$ cat src/design/prc_pkg.sv
// Package for the point range count unit.
// Holds the shared widths, request codes and the token that travels the cell chain.
// No dependencies.
package prc_pkg;

	localparam int DATA_W         = 32;
	localparam int TOTAL_W        = 11;
	localparam int MAX_POINTS_DEF = 1024;

	localparam logic REQ_LOAD  = 1'b0;
	localparam logic REQ_QUERY = 1'b1;

	// One item as it moves from cell to cell; the running count and the
	// store size snapshot travel beside it because their widths follow the
	// store depth.
	typedef struct packed {
		logic                     vld;
		logic                     qry;
		logic signed [DATA_W-1:0] lo;
		logic signed [DATA_W-1:0] hi;
		logic                     lo_open;
		logic                     hi_open;
		logic                     full;
	} prc_token_t;

endpackage

$ cat src/design/prc_cell.sv
// One cell of the point chain: holds a single stored point and adds its hit to a passing query.
// Depends on prc_pkg.
module prc_cell import prc_pkg::*; #(
	parameter int MAX_POINTS = MAX_POINTS_DEF,
	parameter int IDX        = 0
) (
	input  logic                                              clk,
	input  logic                                              arst_n,
	input  logic                                              adv,
	input  logic                                              wr_en,
	input  logic [((MAX_POINTS > 1) ? $clog2(MAX_POINTS) : 1)-1:0] wr_addr,
	input  logic signed [DATA_W-1:0]                          wr_data,
	input  prc_token_t                                        tok_in,
	input  logic [$clog2(MAX_POINTS + 1)-1:0]                 total_in,
	input  logic [$clog2(MAX_POINTS + 1)-1:0]                 limit_in,
	output prc_token_t                                        tok_out,
	output logic [$clog2(MAX_POINTS + 1)-1:0]                 total_out,
	output logic [$clog2(MAX_POINTS + 1)-1:0]                 limit_out
);

	localparam int IDX_W = (MAX_POINTS > 1) ? $clog2(MAX_POINTS) : 1;
	localparam int CNT_W = $clog2(MAX_POINTS + 1);

	logic signed [DATA_W-1:0] point_q;
	logic                     vld_q;
	prc_token_t               tok_q;
	logic [CNT_W-1:0]         total_q;
	logic [CNT_W-1:0]         limit_q;
	logic                     above;
	logic                     below;
	logic                     hit;

	// Only cells below the store size seen when the query entered take part;
	// those cells are never rewritten afterwards, as the store only appends.
	always_comb begin
		above = tok_in.lo_open ? ($signed(point_q) > $signed(tok_in.lo))
		                       : ($signed(point_q) >= $signed(tok_in.lo));
		below = tok_in.hi_open ? ($signed(point_q) < $signed(tok_in.hi))
		                       : ($signed(point_q) <= $signed(tok_in.hi));
		hit   = tok_in.qry && (CNT_W'(IDX) < limit_in) && above && below;
	end

	always_ff @(posedge clk) begin
		if (wr_en && (wr_addr == IDX_W'(IDX))) begin
			point_q <= wr_data;
		end
	end

	always_ff @(posedge clk or negedge arst_n) begin
		if (!arst_n) begin
			vld_q <= 1'b0;
		end else if (adv) begin
			vld_q <= tok_in.vld;
		end
	end

	always_ff @(posedge clk) begin
		if (adv) begin
			tok_q   <= tok_in;
			total_q <= total_in + CNT_W'(hit);
			limit_q <= limit_in;
		end
	end

	// The valid flag comes from its own reset register.
	always_comb begin
		tok_out     = tok_q;
		tok_out.vld = vld_q;
	end

	assign total_out = total_q;
	assign limit_out = limit_q;

endmodule

$ cat config.mk
export PLATFORM = sky130hd
export DESIGN_NAME = prc_cell
export DESIGN_NICKNAME = d
export VERILOG_FILES = /design/src/design/prc_pkg.sv /design/src/design/prc_cell.sv
export SDC_FILE = /design/constraint.sdc
export NUM_CORES = 1
export LEC_CHECK = 0
export ABC_AREA = 1
export BUFFER_PORTS_ARGS = -buffer_cell sky130_fd_sc_hd__buf_2
export CORE_MARGIN = 4
export CORE_UTILIZATION = 40
export CTS_CLUSTER_DIAMETER = 200
export DETAILED_ROUTE_END_ITERATION = 8
export PLACE_DENSITY_LB_ADDON = 0.25
export SLEW_MARGIN = 5
export SYNTH_ARGS = -nofsm -noshare
export SYNTH_HDL_FRONTEND = slang
export SYNTH_SLANG_ARGS = --single-unit
$ cat constraint.sdc
create_clock -name clk -period 3.75 [get_ports clk]
set_input_delay 0.1875 -clock clk [delete_from_list [all_inputs] [get_ports clk]]
set_output_delay 0.1875 -clock clk [all_outputs]
set_load 0.01 [all_outputs]
# After elaboration in Yosys (flattened, before gate mapping)
# Index checks and enable logic that the tools add are counted.
[totals]
reg_bits = 123
input_bits = 137
elab_cells = 23
[classes]
add_sub_neg = 1
order_cmp = 5
muxes = 2
reduce_logical = 5
[ops]
columns = ["op", "n"]
rows = [
  ["32-bit >= comparator", 1],
  ["32-bit greater-than comparator", 1],
  ["32-bit less-or-equal comparator", 1],
  ["32-bit less-than comparator", 1],
  ["11-bit by 1-bit adder with 11-bit output", 1],
  ["1-bit by 11-bit less-than comparator with 1-bit output (first input constant)", 1],
  ["10-bit zero test", 1],
  ["1-bit logical AND", 4],
  ["1-bit two-way mux", 2],
]

# Depth between registers and ports, before layout
[depth]
word_depth = 5
mapped_depth = 24
mapped_depth_nobuf = 24

# Worst setup path before layout
# Ideal clock, no wire load.
[synth_path]
kind = "input to register"
startpoint = "input port wr_addr[1] (netlist name)"
endpoint = "register point_q[0], enable pin"
arrival_time_ns = 3.584
required_time_ns = 3.245
setup_slack_ns = -0.338
cell_stages = 3
cell_sequence = "nor4_1 > nand2_1 > nor4_1"
[synth_via]
elab_chain_cells = 2
[synth_lines]
columns = ["element", "line_no", "rtl"]
rows = [
  ["start, declared", "prc_cell.sv:11", "input logic [((MAX_POINTS > 1) ? $clog2(MAX_POINTS) : 1)-1:0] wr_addr,"],
  ["10-bit zero test", "prc_cell.sv:44", "if (wr_en && (wr_addr == IDX_W'(IDX))) begin"],
  ["1-bit logical AND", "prc_cell.sv:44", ""],
  ["end signal, assigned", "prc_cell.sv:45", "point_q <= wr_data;"],
  ["end, declared", "prc_cell.sv:24", "logic signed [DATA_W-1:0] point_q;"],
]
# No other way between the ends.
# A chain may end at the register's enable or synchronous reset.

# Final worst setup path
[layout_path]
startpoint = "input port tok_in[13] (netlist name)"
endpoint = "register total_q[10] (netlist: total_out[10]) (data pin)"
[layout_via]
elab_chain_cells = 4
[layout_lines]
columns = ["element", "line_no", "rtl"]
rows = [
  ["start, declared", "prc_cell.sv:13", "input prc_token_t tok_in,"],
  ["32-bit less-or-equal comparator or 32-bit less-than comparator (tied branches)", "prc_cell.sv:39, prc_cell.sv:38", ""],
  ["1-bit two-way mux *", "prc_cell.sv:38", "below = tok_in.hi_open ? ($signed(point_q) < $signed(tok_in.hi))"],
  ["1-bit logical AND *", "prc_cell.sv:40", "hit = tok_in.qry && (CNT_W'(IDX) < limit_in) && above && below;"],
  ["11-bit by 1-bit adder with 11-bit output *", "prc_cell.sv:60", "total_q <= total_in + CNT_W'(hit);"],
  ["end signal, assigned", "prc_cell.sv:60", ""],
  ["end, declared", "prc_cell.sv:27", "logic [CNT_W-1:0] total_q;"],
]
# Mark *: on every way between the ends. The rest lies on a longest branch, timed or not.

==> run summary <==
### Synthesis
* number of synthesized flops with an enable pin: 122
* synthesized net count: 655
* total of flip-flops plus latches after synthesis: 123
* post-synth top area share: 64.2%
* leading register cell type out of synthesis: sky130_fd_sc_hd__edfxtp_1
* Distinct cells, synth: 28
* Synth Cell Area: 5710 µm²
* YS warnings: 0
* cell count after synthesis: 452
* portion of the post-synthesis area used by sequential elements: 64.6%
* Synth Area per Inst: 12.6 µm²
* cell taking the most area after synthesis: sky130_fd_sc_hd__edfxtp_1
* top area cells in the synthesized netlist: sky130_fd_sc_hd__edfxtp_1, sky130_fd_sc_hd__ha_1, sky130_fd_sc_hd__inv_1, sky130_fd_sc_hd__nand2_1, sky130_fd_sc_hd__a21oi_1
* Post-synth ARST share: 0.813%

### Worst setup path
* top fanout value on the critical path: 2
* launching element of the worst setup path: tok_in[13]
* sort of element at the start of the critical path: input port
* launching point of the worst reg2reg path: point_q[11]$_DFFE_PP_
* Required @ worst endpoint: 3.90 ns
* arrival time reported for the critical path endpoint: 3.20 ns
* setup slack of the worst register-to-register path: 0.76 ns
* Worst Setup Path Type: input port to register
* critical path capture point type: register

### Power
* power density over the cells: 404 nW/µm²
* maximum vdd drop: 0.238 mV
* design internal power: 0.00275 W
* leak pwr: 4.13 nW
* Switching Share: 22.3%
* power share of the combinational group: 12.3%
* Net Switching: 0.000787 W
* sequential power share: 45.9%
* share of total power in the clock network: 41.8%

### CTS
* Post-CTS Setup Bufs: 0
* clock latency on the worst-skew pair: 0.41 ns
* maximum root-to-sink buffer count: 2
* clock root buffer: sky130_fd_sc_hd__clkbuf_16
* CTS clk-pin slew, worst paths: 0.05 ns
* count of H-tree levels built during CTS: 4
* total clock sinks: 123
* number of buffers created by CTS: 17
* TritonCTS clock tree: built

### STA
* share of the clock period used by the worst path after layout: 81.2%
* RSZ-0062 raised after global routing: no
* Least-Margin Pin Slew: 0.883 ns
* final setup violating endpoints: 0
* setup tns final: 0 ns
* Hold Fails Final Rpt: 0
* Final Max Tran Viols: 0
* final critical path time including I/O delays and setup: 3.05 ns
* highest clock rate: 328 MHz
* Setup Skew: 0.00588 ns
* tightest slew margin relative to the limit: 41.2%
* crit path setup slack, layout: 0.704 ns

### Route
* Pre-Repair DR Iteration Count: 4
* number of DRC markers after the initial detailed-route iteration: 123
* Final Routed Wirelength: 14,800 µm
* drt wl/cell: 14.7 µm
* remaining routing DRC violations: 0
* post-route ant nets: 0
* overall via count from detail_route: 4,557
* post-DR vias/cell: 4.53

### Floorplan
* Die Ht: 127 µm
* IO Count: 228
* effective utilization at floorplan: 41.0%
* Die Outline Area: 16,200 µm²
* number of placement rows: 43
* horizontal die dimension: 127 µm
* area of the core: 13,900 µm²

### Worst hold path
* worst min-delay path category: input port to register
* Hold Crit Start: total_in[0]

### Final layout
* nets@finish: 1,015
* post-route insts no fill: 1,005
* area overhead of the layout relative to synthesis: 53.5%
* Post-Route Utilization: 62.9%
* final std cell area, no fill: 8760 µm²
* share of post-route cells with drive strength above 1: 32.6%
* antenna diode instance count: 0

### Global routing
* GR Overflow Total: 0
* initial antenna violation count: 0
* vias in the first global route: 4,991
* pin count of the biggest net entering global routing: 73
* global router's overall resource usage: 18.5%
* global-route wire length before repair: 23,200 µm

### Place
* placement-stage cell area: 7100 µm²
* placed cell count: 860
* buffers added on ports: 227
* pre-CTS setup slack: 0.715 ns
* routability congestion estimate: 0.808
* half-perimeter wire length after detailed placement: 10,600 µm

### Outcome
* status: completed

### Flow run
* reported max-cap violation count: 0

worst paths after layout:
check | to | depth (start not counted)
max | total_out[10]$_DFFE_PP_ | 21
min | total_out[0]$_DFFE_PP_ | 2
max reg2reg | total_out[10]$_DFFE_PP_ | 18
min reg2reg | vld_q$_DFFE_PN0P_ | 1
max in group asynchronous | vld_q$_DFFE_PN0P_ | 2
min in group asynchronous | vld_q$_DFFE_PN0P_ | 2
area by class of cell:
cell class	instances	area, µm²
clock inverters	8	72.6
fillers	1062	5170
clock buffers	24	462
well taps	180	225
flip-flops and latches	123	3690
multi-input cells	241	1700
repair buffers	342	2280
inverters	87	327
placed cells by master, fill, tap and decap left out, types with 2 or more instances in the layout:
master                          count
sky130_fd_sc_hd__buf_2            226
sky130_fd_sc_hd__edfxtp_1         122
sky130_fd_sc_hd__dlygate4sd3_1    113
sky130_fd_sc_hd__inv_1             82
sky130_fd_sc_hd__nand2_1           71
sky130_fd_sc_hd__ha_1              66
sky130_fd_sc_hd__a21oi_1           29
sky130_fd_sc_hd__nor2_1            19
sky130_fd_sc_hd__clkbuf_16         17
sky130_fd_sc_hd__nand3_1           11
sky130_fd_sc_hd__xor2_1             8
sky130_fd_sc_hd__clkbuf_1           6
sky130_fd_sc_hd__nand4_1            5
sky130_fd_sc_hd__nor3_1             4
sky130_fd_sc_hd__o21ai_0            4
sky130_fd_sc_hd__nor4_1             4
sky130_fd_sc_hd__clkinv_2           4
sky130_fd_sc_hd__inv_2              3
sky130_fd_sc_hd__nor2_2             3
sky130_fd_sc_hd__o21a_1             3
sky130_fd_sc_hd__clkinvlp_4         3
sky130_fd_sc_hd__buf_4              3
sky130_fd_sc_hd__nand2_2            2
sky130_fd_sc_hd__a21o_1             2
sky130_fd_sc_hd__o21ai_1            2
sky130_fd_sc_hd__clkinv_1           2
cells in the mapped netlist, drive strengths merged (2+ instances only):
| cell | instances |
|---|---|
| clkinv | 2 |
| nor2 | 22 |
| xor2 | 8 |
| inv | 85 |
| a21oi | 29 |
| ha | 66 |
| a21o | 2 |
| o21ai | 6 |
| nand4 | 5 |
| o21a | 3 |
| nand3 | 12 |
| edfxtp | 122 |
| nor3 | 5 |
| nand2 | 74 |
| nor4 | 6 |
flip-flops by register name (all words and copies together) (netlist names):
signal and count:
limit_out 11, total_out 11, tok_out 68, point_q 32, vld_q 1
stage by stage:
stage | hold WS, ns | power (W)
floorplan | -0.108 | 0.00179
global placement | -0.0384 | 0.00198
detailed placement | -0.0368 | 0.00199
CTS | 0.0611 | 0.00357
global route | 0.0664 | 0.00368
finish | 0.0808 | 0.00354
worst max-delay path, cell delays in order:
cell and delay [ns]:
sky130_fd_sc_hd__dlygate4sd3_1 0.55, sky130_fd_sc_hd__buf_2 0.12, sky130_fd_sc_hd__inv_1 0.05, sky130_fd_sc_hd__ha_1 0.29, sky130_fd_sc_hd__nand4_1 0.14, sky130_fd_sc_hd__nor3_1 0.26
sky130_fd_sc_hd__nand2_1 0.14, sky130_fd_sc_hd__nand2_4 0.08, sky130_fd_sc_hd__nand2_2 0.05, sky130_fd_sc_hd__nand2_1 0.05, sky130_fd_sc_hd__nand2_1 0.04, sky130_fd_sc_hd__nand2_1 0.05
sky130_fd_sc_hd__nor2_1 0.04, sky130_fd_sc_hd__nor2_1 0.13, sky130_fd_sc_hd__ha_1 0.18, sky130_fd_sc_hd__ha_1 0.19, sky130_fd_sc_hd__nand3_1 0.12, sky130_fd_sc_hd__nor2_1 0.16
sky130_fd_sc_hd__nand2_1 0.12, sky130_fd_sc_hd__nor4_2 0.17, sky130_fd_sc_hd__xor2_1 0.09
layer usage:
| layer | share of wire, % | global-route usage (%) |
|---|---|---|
| met1 | 39 | 20.0 |
| met5 | 0 | 0 |
| met2 | 52 | 34.0 |
| met3 | 6.3 | 5.02 |
| met4 | 2.2 | 7.70 |
repair_timing:
item,in CTS,in global routing
setup endpoints to repair,0,0
hold endpoints to repair,113,0
hold buffers,113,0
gates resized for setup,0,0
power groups by stage:
stage / sequential, W / clock [W] / combinational (W)
final: 0.00162 / 0.00148 / 0.000435
after global routing: 0.00163 / 0.00157 / 0.000480
after CTS: 0.00162 / 0.00151 / 0.000437
after detailed placement: 0.00165 / 0 / 0.000342
after global placement: 0.00165 / 0 / 0.000335
after floorplan: 0.00170 / 0 / 0.0000893
kinds of logic after synthesis:
group | after synthesis | share of synthesized area (%)
and+or+nand+nor | 125 | 9.77
DFF | 123 | 64.6
buffers and inverters | 88 | 5.85
adders and majority gates | 66 | 14.5
AOI/OAI and AO/OA | 40 | 3.73
xor gates and xnor gates | 9 | 1.38
muxes | 1 | 0.197
No activity file was read; power rests on OpenSTA's default activity.
